### src/rtl/q2k_pkg.sv
// shared types, constants and float helpers for the q2k row dot product
package q2k_pkg;

  localparam int unsigned SUPER_BLOCK = 256;
  localparam int unsigned LANES = 16;
  localparam int unsigned PROD_W = 10;
  localparam int unsigned DOT_W = 14;
  localparam logic [31:0] QNAN_DEFAULT = 32'hFFC0_0000;
  localparam logic [31:0] QUIET_BIT = 32'h0040_0000;

  typedef enum logic [1:0] {
    FP_MUL,
    FP_ADD,
    FP_CVT
  } fp_op_t;

  typedef struct packed {
    logic        start;
    fp_op_t      op;
    logic [31:0] a;
    logic [31:0] b;
  } fp_req_t;

  typedef struct packed {
    logic        done;
    logic [31:0] res;
  } fp_rsp_t;

  typedef struct packed {
    logic        s;
    logic [7:0]  e;
    logic [23:0] m;
    logic        zero;
    logic        inf;
    logic        nan;
  } fp_unp_t;

  function automatic fp_unp_t fp_unpack(input logic [31:0] x);
    fp_unp_t u;
    u.s = x[31];
    u.nan = (&x[30:23]) && (|x[22:0]);
    u.inf = (&x[30:23]) && !(|x[22:0]);
    u.zero = (x[30:0] == 31'd0);
    u.e = (x[30:23] == 8'd0) ? 8'd1 : x[30:23];
    u.m = {|x[30:23], x[22:0]};
    return u;
  endfunction

  // half to single, exact
  function automatic logic [31:0] half_to_single(input logic [15:0] h);
    logic [4:0] e;
    logic [9:0] m;
    logic [3:0] p;
    logic [9:0] mn;
    logic [7:0] e2;
    logic [31:0] bits;
    e = h[14:10];
    m = h[9:0];
    p = 4'd0;
    for (int i = 0; i < 10; i++) begin
      if (m[i]) p = 4'(i);
    end
    mn = 10'(m << (4'd10 - p));
    e2 = 8'd103 + {4'd0, p};
    if (e == 5'd0) begin
      if (m == 10'd0) bits = {h[15], 31'd0};
      else bits = {h[15], e2, mn, 13'd0};
    end else if (e == 5'd31) begin
      bits = {h[15], 8'hFF, m, 13'd0};
    end else begin
      bits = {h[15], 8'({3'd0, e} + 8'd112), m, 13'd0};
    end
    return bits;
  endfunction

endpackage

### src/rtl/q2k_merge.sv
// registered adder tree that merges the lane products into the sub-block dot
module q2k_merge (
  input  logic                                      clk,
  input  logic [q2k_pkg::LANES*q2k_pkg::PROD_W-1:0] prods,
  output logic signed [q2k_pkg::DOT_W-1:0]          dot_r
);
  import q2k_pkg::*;

  logic signed [DOT_W-1:0] lvl1 [8];
  logic signed [DOT_W-1:0] lvl2 [4];
  logic signed [DOT_W-1:0] lvl3 [2];
  logic signed [DOT_W-1:0] dot_nxt;

  always_comb begin
    for (int i = 0; i < 8; i++) begin
      lvl1[i] = DOT_W'($signed(prods[(2*i)*PROD_W +: PROD_W]))
              + DOT_W'($signed(prods[(2*i+1)*PROD_W +: PROD_W]));
    end
    for (int i = 0; i < 4; i++) lvl2[i] = lvl1[2*i] + lvl1[2*i+1];
    for (int i = 0; i < 2; i++) lvl3[i] = lvl2[2*i] + lvl2[2*i+1];
    dot_nxt = lvl3[0] + lvl3[1];
  end

  always_ff @(posedge clk) begin
    dot_r <= dot_nxt;
  end

endmodule

### config.mk
export PLATFORM = sky130hd
export DESIGN_NAME = q2k_merge
export DESIGN_NICKNAME = d
export VERILOG_FILES = /design/src/rtl/q2k_pkg.sv /design/src/rtl/q2k_merge.sv
export SDC_FILE = /design/constraint.sdc
export NUM_CORES = 1
export LEC_CHECK = 0
export BUFFER_PORTS_ARGS = -buffer_cell sky130_fd_sc_hd__clkbuf_2
export CAP_MARGIN = 5
export CORE_MARGIN = 1.5
export CORE_UTILIZATION = 40
export CTS_CLUSTER_SIZE = 30
export DETAILED_ROUTE_END_ITERATION = 10
export GPL_TIMING_DRIVEN = 0
export PLACE_DENSITY = 0.76
export SYNTH_ARGS = -nofsm -noshare
export SYNTH_HDL_FRONTEND = slang
export SYNTH_SLANG_ARGS = --single-unit
### constraint.sdc
create_clock -name clk -period 7.8 [get_ports clk]
set_input_delay 1.17 -clock clk [delete_from_list [all_inputs] [get_ports clk]]
set_output_delay 1.17 -clock clk [all_outputs]
set_load 0.01 [all_outputs]
==> results.md <==
* Synthesized net count at 784
* Via Count at 3267
* CTS buffer count at 3
* Remaining DRCs at 0
* Largest family of logic cells by synthesized area: adder cells
* Iteration-0 DRC Markers at just under 70
* Reg with most FFs: dot_r
* Crit Path Class: in -> reg
* Placed Area at about 0.0058 mm2
* First-pass detailed-route iteration total at 4
* Core area at 0.0115 mm2
* F_max at ~0.17 GHz
* Pins Over Slew Limit at 0
* Final instance area at 0.00583 mm2
* M3 GR Usage at 0.0267
* Status: finished clean
* Rows at 39
* Setup violations, final at 0
* Count of cell types in the netlist at 28
* Multiplexer share of the synthesized area at 0
* Layer with the highest usage: met2
* Met1 Track Usage GR at 0.160
* Htree depth at 1
* Wirelength per Cell at 11.1 um
* Layout Area Growth over Synthesis at 23.9%
* DR vias/cell at 4.21
* Sink Count at 14
* Root cell of the clock tree: clkbuf_16
* RSZ-0062 raised after global routing: false
* DP HPWL at approximately 8800 um
* N_diodes at 0
* Hold Path Cell Cnt at 2
* Synth Instances at 456
* Worst EP required at 7.95 ns
* Period utilization at 0.758
* Worst-Margin Slew at roughly 0.26 ns
* Startpoint Class: primary input
* Synth Warn # at 0
* Crit path capture type: register
* Synth Area in Compound Gates at 0.0383
* Setup WS pre-CTS at roughly 1.6 ns
* Cells after DPL at 773
* Clock tree buffer depth at 2
* Grt ovf at 0
* Clock Pin Slew Worst Setup and Hold Paths at roughly 0.04 ns
* Ports at 175
* CTS tree: yes
* Met2 Resource Use GR at 0.314
* Fin. Hold Viols at 0
* Fin nets at between 900 and 1000
* Vias in the first global route at ~3700
* Synthesized area at roughly 0.0047 mm2
* Worst Hold Class: in -> reg
* WL final at about 8600 um
* Adder-cell area share of the yosys netlist at 0.680
* Fin cells at about 780
* Post-CTS Setup Repair Bufs at 0
* All-Layer GR Usage at 0.150
* CP Max Fanout at 3
* Die Height at 111 um
* Biggest regs: dot_r: 14 flops
* Register area share after synthesis at 0.0595
* Simple-Gate Fraction of Synth Area at 0.0162
* Syn Area/Cell at a little over 10 um2
* #FFs+latches synth at 14
* Post-route ant nets at 0
* Tmin final at just under 6 ns
* Setup TNS at 0 ns
* Port Buf Inserts at between 150 and 200
* CTS resizes at 0
* Post-Synth XOR/XNOR Area at 0.0279
* Initial antenna violation count at 0
* Die width at between 100 and 150 um
* Max-cap violations at 0
* Relative slew margins at 0.823
* Cts hold-fix bufs at 0
* Die Area at 0.0124 mm2
* First-pass GRT wire length at 15300 um
* Initial cell density of the core at 0.411
* Data arrival time of the worst path at around 6 ns
* Gpl congestion at between 0.8 and 0.9
* Final setup margin at roughly 1.9 ns
* Layout cells sized above 1 at 0.292
* Largest register FFs at 14
* Largest net degree at the start of global routing at 9
through the flow:
stage / hold WS, ns / util
2_1_floorplan: 1.30 / -
3_3_place_gp: 1.41 / 0.502
3_5_place_dp: 1.41 / 0.502
4_1_cts: 1.17 / 0.509
5_1_grt: 1.17 / 0.509
6_report: 1.17 / 0.509
path summary, 6_finish.rpt:
check / startpoint / end / slack, ns
min: prods[150] / dot_r[0] / 1.17
max: prods[122] / dot_r[10] / 1.89
metal layers:
metal  vias up  wire, um
met2       123      4990
li1       1564         -
met5         -         0
met4         0        28
met3         4       610
met1      1576      3000
cell usage after synthesis (all sizes together):
cell | n | area (um2)
nor2b | 1 | 13.8
buf | 2 | 10.0
o21a | 2 | 15.0
nor2 | 5 | 18.8
o21ai | 2 | 13.8
ha | 19 | 238
a31oi | 1 | 6.26
nand4 | 2 | 12.5
o2111ai | 2 | 17.5
nand2 | 2 | 7.51
o41ai | 1 | 16.3
and4 | 1 | 8.76
o211ai | 3 | 27.5
a21oi | 6 | 33.8
a21o | 3 | 22.5
inv | 221 | 830
a21boi | 1 | 7.51
dfxtp | 14 | 280
fa | 148 | 2960
a211oi | 1 | 12.5
nor3 | 2 | 10.0
o21bai | 1 | 7.51
xnor2 | 14 | 123
nand3 | 1 | 5.00
xor2 | 1 | 8.76
cells in the final DEF (no fill, tap or decap):
master     instances
inv_1            221
clkbuf_2         174
fa_1             148
ha_1              19
xnor2_1           14
dfxtp_1           14
nor2_1             5
a21oi_1            5
a21o_1             3
clkbuf_16          3
buf_2              2
o211ai_1           2
o21a_1             2
nor3_1             2
o2111ai_1          2
nand2_1            2
nand4_1            2
a211oi_2           1
a21oi_2            1
o21ai_2            1
a31oi_1            1
nor2b_4            1
o211ai_2           1
a21boi_1           1
xor2_1             1
o21bai_1           1
and4_1             1
nand3_1            1
o21ai_1            1
o41ai_2            1
cell families after synthesis:
kind of cell / after synthesis
compound gates: 23
buf+inv: 223
xor+xnor: 15
flops: 14
simple gates: 14
fa+ha+maj: 167
critical path, cell delays in order:
cell and delay (ns):
clkbuf_2 0.08, inv_1 0.05, fa_1 0.51, fa_1 0.57
inv_1 0.06, fa_1 0.48, fa_1 0.55, inv_1 0.05
fa_1 0.50, fa_1 0.41, inv_1 0.07, ha_1 0.21
inv_1 0.08, fa_1 0.49, nor2b_4 0.17, o211ai_2 0.08
a21boi_1 0.26, o41ai_2 0.10, xnor2_1 0.19
final cells by class:
type                       count  area, um2
tap                          143        179
clock buffer                   3       75.1
multi-input combinational    219       3590
fill                        1065       5630
sequential                    14        280
inverter                     221        830
timing repair buffer         174        871
buffer                         2       10.0
Power is not shown: default switching activity piles up to over one toggle a cycle in this logic, so the estimate is an artifact.
