### src/rtl/q2k_pkg.sv
// shared types, constants and float helpers for the q2k row dot product
package q2k_pkg;

  localparam int unsigned SUPER_BLOCK = 256;
  localparam int unsigned LANES = 16;
  localparam int unsigned PROD_W = 10;
  localparam int unsigned DOT_W = 14;
  localparam logic [31:0] QNAN_DEFAULT = 32'hFFC0_0000;
  localparam logic [31:0] QUIET_BIT = 32'h0040_0000;

  typedef enum logic [1:0] {
    FP_MUL,
    FP_ADD,
    FP_CVT
  } fp_op_t;

  typedef struct packed {
    logic        start;
    fp_op_t      op;
    logic [31:0] a;
    logic [31:0] b;
  } fp_req_t;

  typedef struct packed {
    logic        done;
    logic [31:0] res;
  } fp_rsp_t;

  typedef struct packed {
    logic        s;
    logic [7:0]  e;
    logic [23:0] m;
    logic        zero;
    logic        inf;
    logic        nan;
  } fp_unp_t;

  function automatic fp_unp_t fp_unpack(input logic [31:0] x);
    fp_unp_t u;
    u.s = x[31];
    u.nan = (&x[30:23]) && (|x[22:0]);
    u.inf = (&x[30:23]) && !(|x[22:0]);
    u.zero = (x[30:0] == 31'd0);
    u.e = (x[30:23] == 8'd0) ? 8'd1 : x[30:23];
    u.m = {|x[30:23], x[22:0]};
    return u;
  endfunction

  // half to single, exact
  function automatic logic [31:0] half_to_single(input logic [15:0] h);
    logic [4:0] e;
    logic [9:0] m;
    logic [3:0] p;
    logic [9:0] mn;
    logic [7:0] e2;
    logic [31:0] bits;
    e = h[14:10];
    m = h[9:0];
    p = 4'd0;
    for (int i = 0; i < 10; i++) begin
      if (m[i]) p = 4'(i);
    end
    mn = 10'(m << (4'd10 - p));
    e2 = 8'd103 + {4'd0, p};
    if (e == 5'd0) begin
      if (m == 10'd0) bits = {h[15], 31'd0};
      else bits = {h[15], e2, mn, 13'd0};
    end else if (e == 5'd31) begin
      bits = {h[15], 8'hFF, m, 13'd0};
    end else begin
      bits = {h[15], 8'({3'd0, e} + 8'd112), m, 13'd0};
    end
    return bits;
  endfunction

endpackage

### src/rtl/q2k_lane.sv
// one lane: selects the 2-bit weight plane and multiplies by the int8 vector value
module q2k_lane (
  input  logic [7:0]                       wbyte,
  input  logic [1:0]                       plane,
  input  logic [7:0]                       qbyte,
  output logic signed [q2k_pkg::PROD_W-1:0] prod
);
  import q2k_pkg::*;

  logic [1:0] lvl;

  always_comb begin
    case (plane)
      2'd0: lvl = wbyte[1:0];
      2'd1: lvl = wbyte[3:2];
      2'd2: lvl = wbyte[5:4];
      2'd3: lvl = wbyte[7:6];
      default: lvl = wbyte[1:0];
    endcase
  end

  assign prod = $signed({{(PROD_W-2){1'b0}}, lvl})
              * $signed({{(PROD_W-8){qbyte[7]}}, qbyte});

endmodule

### config.mk
export PLATFORM = sky130hd
export DESIGN_NAME = q2k_lane
export DESIGN_NICKNAME = d
export VERILOG_FILES = /design/src/rtl/q2k_pkg.sv /design/src/rtl/q2k_lane.sv
export SDC_FILE = /design/constraint.sdc
export NUM_CORES = 1
export LEC_CHECK = 0
export ABC_AREA = 1
export BUFFER_PORTS_ARGS = -buffer_cell sky130_fd_sc_hd__buf_2
export CORE_AREA = 4 4 41 43
export DETAILED_ROUTE_END_ITERATION = 10
export DIE_AREA = 0 0 45 47
export GPL_TIMING_DRIVEN = 0
export PLACE_DENSITY = 0.79
export SYNTH_ARGS = -nofsm -noshare
export SYNTH_HDL_FRONTEND = slang
export SYNTH_SLANG_ARGS = --single-unit
### constraint.sdc
create_clock -name vclk -period 2.1
set_input_delay 0 -clock vclk [all_inputs]
set_output_delay 0 -clock vclk [all_outputs]
set_load 0.01 [all_outputs]
==> reports/results.ini, run 1 <==
[setup_path]
critPathRequiredTime_ns=2.10
cpLargestDelayFamily=simple AND/OR/NAND/NOR gates
path_buf_inv=4
path_cells=buf_8, inv_4, o21ai_2, nand3_2, nand2_4, buf_4, nor2_1, ha_1, ha_1, or2_1, nand3_1, nand2_1, nand2_1, nand2_1, buf_2
timing_worst_setup_path_type=in -> out
largest_stage_delay_worst_path_ns=0.34
critPathSlowestCell=sky130_fd_sc_hd__ha_1
kind_of_capture_point_of_the_worst_setup_path=output pin
crit_fanout=5
cp.arrival_ns=1.95
crit_top_cell=sky130_fd_sc_hd__nand2_1
critical_path.startpoint_type=input pin

[yosys]
synthesis.instances=103
avgSynthCellArea_um2=6.01
register_area_share_after_synthesis_pct=0
synth_warnings=0
syn-num-nets=137
synth_cell_types=15
mappedNetlistArea_um2=619

[final_layout]
drive_above_1_share_pct=38.7
diodes_inserted=0
filler_cell_count=117
layout.cells.non_filler=152
finalNetCount=173
number_of_clock_tree_buffers_in_the_layout=0
seq_area_um2=0
flops_and_latches=0
flow.area_growth_from_synthesis_pct=45.9

[die]
initial_utilization_pct=47.6
die_h_um=47
die_w_um=45
num_rows=13
die_area_mm2=0.00212
core_area_mm2=0.00130
pin_count=28

[timing]
report.final.slew_viol_count=0
max_freq_ghz=0.512
final.setup.worst_slack_ns=0.146
timing.max_slew.rel_slack_pct=87.6
setup_viol=0
period_minus_slack_ns=1.95
timing.final.crit_share_pct=93.1
hold_viol=0
worst_margin_slew_ns=0.186

[routing]
routed_via_density=4.84
route.detailed.wl_per_inst_um=10.0
drtPass1Iterations=4
detail_route.wirelength_mm=1.53
drt_drc_violations_left=0
dr_total_vias=735
route.antenna.remaining_nets=0
detailedRoute.firstIterationViolations=8

[power]
power.share.sequential_pct=0
power_per_cell_area_mw_per_mm2=282
net-switching-power_mw=0.136
vdd_ir_drop_max_mv=0.159
power_frac_clock_pct=0
power.static_leakage_nw=0.569
internal_power_mw=0.119
p_comb_share_pct=100.0
sw_frac_of_total_pct=53.4

[hold_path]
timing.hold.worst.class=in -> out

[placement]
io_buffers=28
placement.setup.worst_slack_ns=0.0539
place.detailed.hpwl_mm=1.19
post-place-cells=146
finalWeightedCongestion=0.795

[grt]
globalRouteTotalUtil_pct=13.2
grt_remaining_overflow=0
grt_first_pass_wirelength_mm=2.24
number_of_antenna_violations_at_the_first_check_in_global_routing=0
grt_start_max_net_pins=8
grt_pass1_vias=636

[clock_tree]
cts.hold.buffers_added=0

[status]
outcome=finished, final reports clean

[flow_run]
cap_viol_max_count=0

[Yosys cell counts, types with 2 or more instances]
cell type / count / area share (%)
sky130_fd_sc_hd__nor2_1: 18 / 11
sky130_fd_sc_hd__nand2_4: 2 / 3.6
sky130_fd_sc_hd__inv_1: 19 / 12
sky130_fd_sc_hd__ha_1: 15 / 30
sky130_fd_sc_hd__nand3b_1: 2 / 2.4
sky130_fd_sc_hd__o21ai_2: 2 / 2.8
sky130_fd_sc_hd__or2_1: 2 / 2.0
sky130_fd_sc_hd__nand3_1: 9 / 7.3
sky130_fd_sc_hd__xor2_1: 2 / 2.8
sky130_fd_sc_hd__nand3_2: 3 / 4.8
sky130_fd_sc_hd__nand2_1: 24 / 15
sky130_fd_sc_hd__a21oi_1: 2 / 1.6
[routing by layer]
layer	track usage (%)	part of all wire, %	vias to the layer above	routed length, um
li1	-	-	396	-
met1	15.3	41	321	630
met2	26.8	53	16	804
met3	0.383	4.5	2	69
met4	1.75	1.5	0	23
met5	0	0	-	0
[worst min-delay path, stage by stage]
cell and delay [ns]:
sky130_fd_sc_hd__buf_2 0.10, sky130_fd_sc_hd__inv_1 0.07, sky130_fd_sc_hd__nor2_1 0.05, sky130_fd_sc_hd__buf_2 0.13
[through the flow]
step	hold slack (ns)	instance area, um^2	setup TNS [ns]	total power, mW	utilization [%]
floorplan	0.109	619	0	0.147	-
global placement	0.319	778	0	0.209	59.8
detailed placement	0.327	778	0	0.216	59.8
CTS	0.329	778	0	0.217	59.8
global route	0.377	903	-0.00624	0.286	69.4
finish	0.339	903	0	0.254	69.4
[timing repair]
| action | in CTS | in global routing |
|---|---|---|
| resized for setup | 0 | 20 |
| setup endpoints to repair | 0 | 2 |
| buffers inserted | 0 | 6 |
[cell usage in the layout, fill, tap and decap left out, types with 3 or more instances in the layout]
master | Yosys | routed
sky130_fd_sc_hd__nand2_2 | 0 | 4
sky130_fd_sc_hd__ha_1 | 15 | 12
sky130_fd_sc_hd__buf_4 | 0 | 7
sky130_fd_sc_hd__nand3_2 | 3 | 3
sky130_fd_sc_hd__inv_1 | 19 | 18
sky130_fd_sc_hd__nor2_1 | 18 | 16
sky130_fd_sc_hd__nand3_1 | 9 | 9
sky130_fd_sc_hd__ha_4 | 0 | 3
sky130_fd_sc_hd__nand2_1 | 24 | 20
sky130_fd_sc_hd__buf_2 | 0 | 26
[kinds of logic after synthesis]
logic type | Yosys count | share of synthesized area, %
simple gates | 60 | 45.7
buf+inv | 20 | 12.1
fa+ha+maj | 16 | 33.5
compound gates | 4 | 4.45
xor+xnor | 3 | 4.24
[area by class of cell]
cell class	count	area, um^2	share of cell area [%]
multi-input combinational	83	609	67.5
timing repair buffer	34	198	21.9
tap	15	18.8	2.08
inverter	20	77.6	8.59
[power by group through the flow]
stage	combinational, mW	sequential, mW	clock [mW]
CTS	0.217	0	0
global route	0.286	0	0
floorplan	0.147	0	0
global placement	0.209	0	0
finish	0.254	0	0
detailed placement	0.216	0	0
[path summary, 6_finish.rpt]
kind / start / slack [ns] / endpoint / depth (start not counted)
worst min-delay path: qbyte[0] / 0.34 / prod[0] / 4
worst max-delay path: plane[0] / 0.15 / prod[9] / 15
Power figures use the tool's default switching activity.
==> run 2: changes to the inputs <==
Settings changed: GPL_TIMING_DRIVEN 0 to default, REMOVE_ABC_BUFFERS from default to 1, SKIP_LAST_GASP from default to 1.
==> reports/results.ini, run 2 (synthesis results as in run 1) <==
[status]
outcome=finished, final reports clean

[die]
num_rows=13
pin_count=28
die_h_um=47
core_area_mm2=0.00130
die_area_mm2=0.00212
die_w_um=45
initial_utilization_pct=47.6

[final_layout]
seq_area_um2=0
diodes_inserted=0
flops_and_latches=0
flow.area_growth_from_synthesis_pct=28.9
drive_above_1_share_pct=30.1
number_of_clock_tree_buffers_in_the_layout=0
final_cell_mix=sky130_fd_sc_hd__buf_2, sky130_fd_sc_hd__nand2_1, sky130_fd_sc_hd__inv_1, sky130_fd_sc_hd__nor2_1, sky130_fd_sc_hd__ha_1
layout.cells.most_common=sky130_fd_sc_hd__buf_2
finalNetCount=169

[setup_path]
timing.critical_path.to=prod[9]
cp_startpoint=plane[0]
critical_path.startpoint_type=input pin
cp.arrival_ns=1.95
critPathRequiredTime_ns=2.10
crit_fanout=5
kind_of_capture_point_of_the_worst_setup_path=output pin
timing_worst_setup_path_type=in -> out

[routing]
detail_route.wirelength_mm=1.34
dr_total_vias=705
drtPass1Iterations=4
routed_via_density=4.76
route.detailed.wl_per_inst_um=9.02
route.antenna.remaining_nets=0
detailedRoute.firstIterationViolations=5
drt_drc_violations_left=0

[flow_run]
cap_viol_max_count=0

[power]
vdd_ir_drop_max_mv=0.130
power_per_cell_area_mw_per_mm2=277
power.static_leakage_nw=0.545

[grt]
grt_pass1_vias=612
globalRouteTotalUtil_pct=13.4
grt_start_max_net_pins=8
number_of_antenna_violations_at_the_first_check_in_global_routing=0
grt_first_pass_wirelength_mm=2.22
grt_remaining_overflow=0

[placement]
place.detailed.hpwl_mm=1.24
finalWeightedCongestion=0.845
io_buffers=28

[timing]
report.final.slew_viol_count=0
rsz0062_at_grt=no
period_minus_slack_ns=1.95
hold_viol=0
worst_margin_slew_ns=0.182
timing.final.crit_share_pct=92.8
timing.max_slew.rel_slack_pct=87.9
setup_viol=0
max_freq_ghz=0.513
timing.setup.tns_ns=0
worst_hold_slack_ns=0.315

[hold_path]
timing.hold.worst.class=in -> out

[clock_tree]
cts.hold.buffers_added=0

[run 2: cell count changes in the layout (fill, tap and decap cells not counted), sizes merged]
| cell | previous run | this run |
|---|---|---|
| buf | 34 | 30 |
[run 2: critical path, cell delays in order]
cell and delay (ns):
sky130_fd_sc_hd__buf_2 0.12, sky130_fd_sc_hd__inv_2 0.06, sky130_fd_sc_hd__o21ai_2 0.12, sky130_fd_sc_hd__nand3_2 0.12, sky130_fd_sc_hd__nand2_4 0.11, sky130_fd_sc_hd__buf_4 0.11
sky130_fd_sc_hd__nor2_1 0.03, sky130_fd_sc_hd__ha_1 0.29, sky130_fd_sc_hd__ha_1 0.33, sky130_fd_sc_hd__or2_1 0.26, sky130_fd_sc_hd__nand3_1 0.11, sky130_fd_sc_hd__nand2_1 0.06
sky130_fd_sc_hd__nand2_1 0.06, sky130_fd_sc_hd__nand2_1 0.04, sky130_fd_sc_hd__buf_2 0.13
[run 2: area by class of cell]
type | count | area, um^2
Timing Repair Buffer | 30 | 155
Fill cell | 132 | 503
Inverter | 20 | 75.1
Tap cell | 15 | 18.8
Multi-Input combinational cell | 83 | 549
[run 2: metal layers]
metal,global-route usage [%],share of wire (%)
met1,15.8,43
met2,28.2,53
met3,0,3.9
met4,0,0
met5,0,0
[run 2: per-stage QoR]
| step | cell area [um^2] | utilization, % | setup slack, ns | power (mW) | cells |
|---|---|---|---|---|---|
| after floorplan | 619 | - | 0.441 | 0.147 | 103 |
| after global placement | 778 | 59.8 | 0.117 | 0.212 | 146 |
| after detailed placement | 778 | 59.8 | 0.0907 | 0.216 | 146 |
| after CTS | 778 | 59.8 | 0.0935 | 0.217 | 146 |
| after global routing | 798 | 61.3 | 0.000266 | 0.253 | 148 |
| final | 798 | 61.3 | 0.151 | 0.221 | 148 |
[run 2: what timing repair did]
action	CTS	global route
gates resized for setup	0	2
endpoints found under the setup margin	0	1
setup buffers	0	2
[run 2: where the power goes]
group	internal, mW	switching, mW
clock network	0	0
logic	0.0986	0.123
registers	0	0
total	0.0986	0.123
[run 2: worst min-delay path by stage]
stage | start | endpoint | slack (ns) | cells past startpoint
6_report | qbyte[0] | prod[0] | 0.32 | 4
5_1_grt | qbyte[0] | prod[0] | 0.35 | 4
4_1_cts | qbyte[0] | prod[0] | 0.32 | 4
3_5_place_dp | qbyte[0] | prod[0] | 0.32 | 4
3_3_place_gp | qbyte[0] | prod[0] | 0.32 | 4
2_1_floorplan | qbyte[0] | prod[0] | 0.11 | 2
