--- src/rtl/q2k_pkg.sv ---
// shared types, constants and float helpers for the q2k row dot product
package q2k_pkg;

  localparam int unsigned SUPER_BLOCK = 256;
  localparam int unsigned LANES = 16;
  localparam int unsigned PROD_W = 10;
  localparam int unsigned DOT_W = 14;
  localparam logic [31:0] QNAN_DEFAULT = 32'hFFC0_0000;
  localparam logic [31:0] QUIET_BIT = 32'h0040_0000;

  typedef enum logic [1:0] {
    FP_MUL,
    FP_ADD,
    FP_CVT
  } fp_op_t;

  typedef struct packed {
    logic        start;
    fp_op_t      op;
    logic [31:0] a;
    logic [31:0] b;
  } fp_req_t;

  typedef struct packed {
    logic        done;
    logic [31:0] res;
  } fp_rsp_t;

  typedef struct packed {
    logic        s;
    logic [7:0]  e;
    logic [23:0] m;
    logic        zero;
    logic        inf;
    logic        nan;
  } fp_unp_t;

  function automatic fp_unp_t fp_unpack(input logic [31:0] x);
    fp_unp_t u;
    u.s = x[31];
    u.nan = (&x[30:23]) && (|x[22:0]);
    u.inf = (&x[30:23]) && !(|x[22:0]);
    u.zero = (x[30:0] == 31'd0);
    u.e = (x[30:23] == 8'd0) ? 8'd1 : x[30:23];
    u.m = {|x[30:23], x[22:0]};
    return u;
  endfunction

  // half to single, exact
  function automatic logic [31:0] half_to_single(input logic [15:0] h);
    logic [4:0] e;
    logic [9:0] m;
    logic [3:0] p;
    logic [9:0] mn;
    logic [7:0] e2;
    logic [31:0] bits;
    e = h[14:10];
    m = h[9:0];
    p = 4'd0;
    for (int i = 0; i < 10; i++) begin
      if (m[i]) p = 4'(i);
    end
    mn = 10'(m << (4'd10 - p));
    e2 = 8'd103 + {4'd0, p};
    if (e == 5'd0) begin
      if (m == 10'd0) bits = {h[15], 31'd0};
      else bits = {h[15], e2, mn, 13'd0};
    end else if (e == 5'd31) begin
      bits = {h[15], 8'hFF, m, 13'd0};
    end else begin
      bits = {h[15], 8'({3'd0, e} + 8'd112), m, 13'd0};
    end
    return bits;
  endfunction

endpackage

--- src/rtl/q2k_fpu.sv ---
// shared multi-cycle single precision unit: multiply, add and int32 convert
module q2k_fpu (
  input  logic              clk,
  input  logic              rst_n,
  input  q2k_pkg::fp_req_t  req,
  output q2k_pkg::fp_rsp_t  rsp
);
  import q2k_pkg::*;

  typedef enum logic [2:0] {
    F_IDLE,
    F_ALIGN,
    F_NORM,
    F_DENORM,
    F_ROUND,
    F_DONE
  } fstate_t;

  fstate_t            state_r;
  fstate_t            start_nxt;
  logic               s_r;
  logic signed [11:0] e_r;
  logic [63:0]        m_r;
  logic [23:0]        ma_r;
  logic [23:0]        mb_r;
  logic [7:0]         d_r;
  logic               sub_r;
  logic [31:0]        res_r;

  fp_unp_t            ua;
  fp_unp_t            ub;
  logic               a_big;
  logic [47:0]        prod;
  logic [31:0]        mag;
  logic [49:0]        big50;
  logic [49:0]        sm50;
  logic [49:0]        shd;
  logic               lost;
  logic [50:0]        sum51;
  logic [3:0]         lz;
  logic [11:0]        dsh;
  logic [63:0]        dshifted;
  logic               dlost;
  logic               up;
  logic [24:0]        mant25;
  logic [23:0]        mant24;
  logic signed [11:0] ef;

  function automatic logic [3:0] clz8(input logic [7:0] v);
    logic [3:0] n;
    n = 4'd8;
    for (int i = 0; i < 8; i++) begin
      if (v[i]) n = 4'(7 - i);
    end
    return n;
  endfunction

  always_comb begin
    ua = fp_unpack(req.a);
    ub = fp_unpack(req.b);
    a_big = {ua.e, ua.m} >= {ub.e, ub.m};
    prod = ua.m * ub.m;
    mag = req.a[31] ? 32'(-req.a) : req.a;
    big50 = {ma_r, 26'd0};
    sm50 = {mb_r, 26'd0};
    shd = sm50 >> d_r;
    lost = ((shd << d_r) != sm50);
    sum51 = sub_r ? ({1'b0, big50} - {1'b0, shd[49:1], shd[0] | lost})
                  : ({1'b0, big50} + {1'b0, shd[49:1], shd[0] | lost});
    lz = clz8(m_r[63:56]);
    dsh = 12'(12'sd1 - e_r);
    dshifted = m_r >> dsh[5:0];
    dlost = ((dshifted << dsh[5:0]) != m_r);
    up = m_r[39] && ((|m_r[38:0]) || m_r[40]);
    mant25 = {1'b0, m_r[63:40]} + {24'd0, up};
    if (mant25[24]) begin
      mant24 = mant25[24:1];
      ef = e_r + 12'sd1;
    end else begin
      mant24 = mant25[23:0];
      ef = e_r;
    end
    case (req.op)
      FP_MUL: start_nxt = (ua.nan || ub.nan || ua.inf || ub.inf || ua.zero || ub.zero)
                          ? F_DONE : F_NORM;
      FP_ADD: start_nxt = (ua.nan || ub.nan || ua.inf || ub.inf || ua.zero || ub.zero)
                          ? F_DONE : F_ALIGN;
      FP_CVT: start_nxt = (req.a == 32'd0) ? F_DONE : F_NORM;
      default: start_nxt = F_DONE;
    endcase
  end

  always_ff @(posedge clk) begin
    if (!rst_n) begin
      state_r <= F_IDLE;
    end else begin
      case (state_r)
        F_IDLE: begin
          if (req.start) begin
            state_r <= start_nxt;
            case (req.op)
              FP_MUL: begin
                if (ua.nan) res_r <= req.a | QUIET_BIT;
                else if (ub.nan) res_r <= req.b | QUIET_BIT;
                else if ((ua.inf && ub.zero) || (ua.zero && ub.inf)) res_r <= QNAN_DEFAULT;
                else if (ua.inf || ub.inf) res_r <= {ua.s ^ ub.s, 8'hFF, 23'd0};
                else if (ua.zero || ub.zero) res_r <= {ua.s ^ ub.s, 31'd0};
                else begin
                  s_r <= ua.s ^ ub.s;
                  m_r <= {prod, 16'd0};
                  e_r <= $signed({4'd0, ua.e}) + $signed({4'd0, ub.e}) - 12'sd126;
                end
              end
              FP_ADD: begin
                if (ua.nan) res_r <= req.a | QUIET_BIT;
                else if (ub.nan) res_r <= req.b | QUIET_BIT;
                else if (ua.inf && ub.inf && (ua.s != ub.s)) res_r <= QNAN_DEFAULT;
                else if (ua.inf) res_r <= req.a;
                else if (ub.inf) res_r <= req.b;
                else if (ua.zero && ub.zero) res_r <= {ua.s & ub.s, 31'd0};
                else if (ua.zero) res_r <= req.b;
                else if (ub.zero) res_r <= req.a;
                else begin
                  sub_r <= ua.s ^ ub.s;
                  if (a_big) begin
                    s_r <= ua.s;
                    ma_r <= ua.m;
                    mb_r <= ub.m;
                    d_r <= ua.e - ub.e;
                    e_r <= $signed({4'd0, ua.e});
                  end else begin
                    s_r <= ub.s;
                    ma_r <= ub.m;
                    mb_r <= ua.m;
                    d_r <= ub.e - ua.e;
                    e_r <= $signed({4'd0, ub.e});
                  end
                end
              end
              FP_CVT: begin
                if (req.a == 32'd0) res_r <= 32'd0;
                else begin
                  s_r <= req.a[31];
                  m_r <= {mag, 32'd0};
                  e_r <= 12'sd158;
                end
              end
              default: res_r <= QNAN_DEFAULT;
            endcase
          end
        end
        F_ALIGN: begin
          if (sum51 == 51'd0) begin
            res_r <= 32'd0;
            state_r <= F_DONE;
          end else begin
            m_r <= {sum51, 13'd0};
            e_r <= e_r + 12'sd1;
            state_r <= F_NORM;
          end
        end
        F_NORM: begin
          if (m_r[63:56] == 8'd0) begin
            m_r <= m_r << 8;
            e_r <= e_r - 12'sd8;
          end else begin
            m_r <= m_r << lz;
            e_r <= e_r - $signed({8'd0, lz});
            state_r <= F_DENORM;
          end
        end
        F_DENORM: begin
          if (e_r < 12'sd1) begin
            if (dsh >= 12'd64) m_r <= {63'd0, |m_r};
            else m_r <= {dshifted[63:1], dshifted[0] | dlost};
            e_r <= 12'sd1;
          end
          state_r <= F_ROUND;
        end
        F_ROUND: begin
          if (ef >= 12'sd255) res_r <= {s_r, 8'hFF, 23'd0};
          else res_r <= {s_r, mant24[23] ? ef[7:0] : 8'd0, mant24[22:0]};
          state_r <= F_DONE;
        end
        F_DONE: begin
          state_r <= F_IDLE;
        end
        default: state_r <= F_IDLE;
      endcase
    end
  end

  assign rsp.done = (state_r == F_DONE);
  assign rsp.res = res_r;

endmodule

--- config.mk ---
export PLATFORM = sky130hd
export DESIGN_NAME = q2k_fpu
export DESIGN_NICKNAME = d
export VERILOG_FILES = /design/src/rtl/q2k_pkg.sv /design/src/rtl/q2k_fpu.sv
export SDC_FILE = /design/constraint.sdc
export NUM_CORES = 2
export LEC_CHECK = 0
export BUFFER_PORTS_ARGS = -buffer_cell sky130_fd_sc_hd__buf_4
export CAP_MARGIN = 10
export CORE_MARGIN = 8
export CORE_UTILIZATION = 53
export CTS_BUF_LIST = sky130_fd_sc_hd__clkbuf_2
export DETAILED_ROUTE_END_ITERATION = 16
export PLACE_DENSITY = 0.72
export SYNTH_ARGS = -nofsm -noshare
export SYNTH_HDL_FRONTEND = slang
export SYNTH_SLANG_ARGS = --single-unit
--- constraint.sdc ---
create_clock -name clk -period 9.1 [get_ports clk]
set_input_delay 1.365 -clock clk [delete_from_list [all_inputs] [get_ports clk]]
set_output_delay 1.365 -clock clk [all_outputs]
set_load 0.02 [all_outputs]
==> impl_metrics.ini <==
[timing]
maxSlewHeadroom_pct = 9.29
grt_setup_unrepaired = yes
fmax_mhz = 112
slew_viol_final = 0
setup_viol = 0
tightest_slew_ns = 1.35
final.setup.tns_ns = 0
hold_violations = 0
fin_skew_ns = 0.0752
finalCritPeriodShare_pct = 97.8
period_minus_slack_ns = 8.90
setup_ws_ns = 0.201

[cts]
tritoncts = built
clock_sinks = 169
clk-insertion-delay-late_ns = 1.12
clkTransAtPathRegs_ns = 0.30
clockBufferDepth = 2
ctsHoldBuffers = 0
htree_num_levels = 4
cts_buffers = 17
cts_root_buf = clkbuf_2

[global_routing]
antenna_found_initial = 12
grt_max_degree = 92
grt_pass1_vias = 55006
grt_use_total_pct = 44.8
grt_first_pass_wirelength_um = 363000
grt_overflow = 0

[placed_design]
numPortBuffers = 101
gp_congestion = 1.12
place_ws_ns = -0.446
place_hpwl_um = 199000
place_area_sq_um = 58800

[synthesis]
synth-seq-area-share_pct = 9.81
syn-instance-count = 6458
yosys.area.top_type = fa_1
syn_area_sq_um = 51400
synth-seq-cells = 169
avgSynthCellArea_sq_um = 7.96
synth_common_cells = 817 x nand2_1, 649 x inv_1, 487 x fa_1, 482 x nor2_1, 397 x clkbuf_1
yosysMostFrequentCell = nand2_1
synthDistinctLibCells = 116
ys.warnings.count = 0
synth_top_area_share_pct = 19.0
synth.area.top_cells = fa_1 19%, edfxtp_1 9.7%, ha_1 7.7%
async_reset_ff_share_pct = 0
synth_edf_count = 166
synthesis.nets = 7331
ys.flop_type = edfxtp_1

[worst_setup_path]
crit_fanout = 14
rrSetupSlack_ns = 0.20
required_ns = 9.90
reg2reg_to = res_r[12]
crit_top_cell = buf_4
crit_type = flip-flop to flip-flop
crit_path_end = res_r[12]
slowest_stage = or4_4
critPathLaunch = d_r[6]
crit_path_end_kind = flip-flop
rr_startpoint = d_r[6]
rr_worst_depth = 37
cp_slowest_stage_delay_ns = 0.51
cp-start-kind = flip-flop
crit_buf_inv = 10
cp.depth = 37
worst_ep_arrival_time_ns = 9.70
path_delay_family = simple AND/OR/NAND/NOR gates

[floorplan]
row_count = 114
die_height_um = 328
die_w_um = 328
initial_core_util_pct = 53.3
core_area_sq_um = 96400
pin_count = 102
die_area_sq_um = 107000

[flow_run]
max-cap-violations = 0

[finish]
drive_gt1_share_pct = 19.8
fin_area_sq_um = 59900
num-fill-cells = 8603
final_util_pct = 62.1
finalNetCount = 7833
area_delta_synth_final_pct = 16.4

[route]
vias = 56900
first_iter_violations = 9369
wl_um = 250000
remaining_drc_errors = 0
wire_per_inst_um = 30.3
via_per_inst = 6.89
ant_nets = 0
firstDrtPassIters = 11

[status]
outcome = complete, no violations

[min_path]
hp-class = flip-flop to flip-flop
## logic make-up (layout without fill, tap and decap cells)
group	Yosys count	count (layout)	synth area share (%)
other cells	0	10	0
compound gates	1540	1540	20.0
xor+xnor	153	153	2.61
buf+inv	1179	1693	8.81
flops	169	169	9.81
mux	558	558	13.6
simple gates	2055	2055	18.6
fa+ha+maj	804	804	26.7
## flip-flops by register name, indices dropped and copies added (netlist names)
name,count
sub_r,1
mb_r,24
s_r,1
d_r,8
ma_r,24
m_r,64
res_r,32
e_r,12
state_r,3
## metrics by stage
stage                     hold WS, ns  std cells
after floorplan                 0.496       6458
after global placement          0.516       8194
after detailed placement        0.511       8194
after CTS                       0.523       8225
after global routing            0.546       8255
final                           0.561       8258
## worst min-delay path, stage by stage, from the launching register on
cell and delay, ns:
edfxtp_1 0.38, nand2_1 0.04, o21ai_0 0.05
## layout make-up
| type | count | area (sq um) | share of cell area (%) |
|---|---|---|---|
| Clock inverter | 14 | 174 | 0.290 |
| Sequential cell | 169 | 5040 | 8.42 |
| Antenna cell | 10 | 25.0 | 0.0418 |
| Timing Repair Buffer | 1002 | 7900 | 13.2 |
| Clock buffer | 17 | 85.1 | 0.142 |
| Inverter | 660 | 2480 | 4.14 |
| Multi-Input combinational cell | 5110 | 42600 | 71.1 |
| Tap cell | 1276 | 1600 | 2.67 |
## how the worst min path moves through the flow
stage / startpoint / to / slack (ns) / cells past startpoint
after floorplan: s_r / res_r[31] / 0.50 / 2
after global placement: s_r / res_r[31] / 0.52 / 2
after detailed placement: s_r / res_r[31] / 0.51 / 2
after CTS: rst_n / state_r[0] / 0.52 / 3
after global routing: rst_n / state_r[0] / 0.55 / 3
final: s_r / res_r[31] / 0.56 / 2
## layer usage
metal	up-vias	share of wire [%]	global-route usage, %
li1	23772	-	-
met1	27320	37	57.1
met2	4640	42	66.5
met3	1160	14	14.5
met4	8	7.7	25.6
met5	-	0.020	0
## cells in the final DEF, fill, tap and decap left out, types with 51 or more instances in the layout
cell	count
a211oi_1	65
a21o_1	51
a21oi_1	335
a22oi_1	51
and2_1	176
and3_1	55
buf_4	965
edfxtp_1	166
fa_1	487
ha_1	315
inv_1	648
mux2_2	56
mux2i_1	387
mux4_2	105
nand2_1	814
nand3_1	89
nor2_1	473
nor3_1	112
o211ai_1	52
o21ai_0	361
o22ai_1	104
xnor2_1	98
## timing repair
action / CTS / global route
gates resized for setup: 3 / 112
setup buffers: 0 / 21
pin swaps: 0 / 41
gates cloned: 0 / 4
endpoints found under the setup margin: 105 / 110
Power is left out: the tool's default activity adds up to more than one toggle a clock period on the data nets, which glitch-free logic cannot reach.
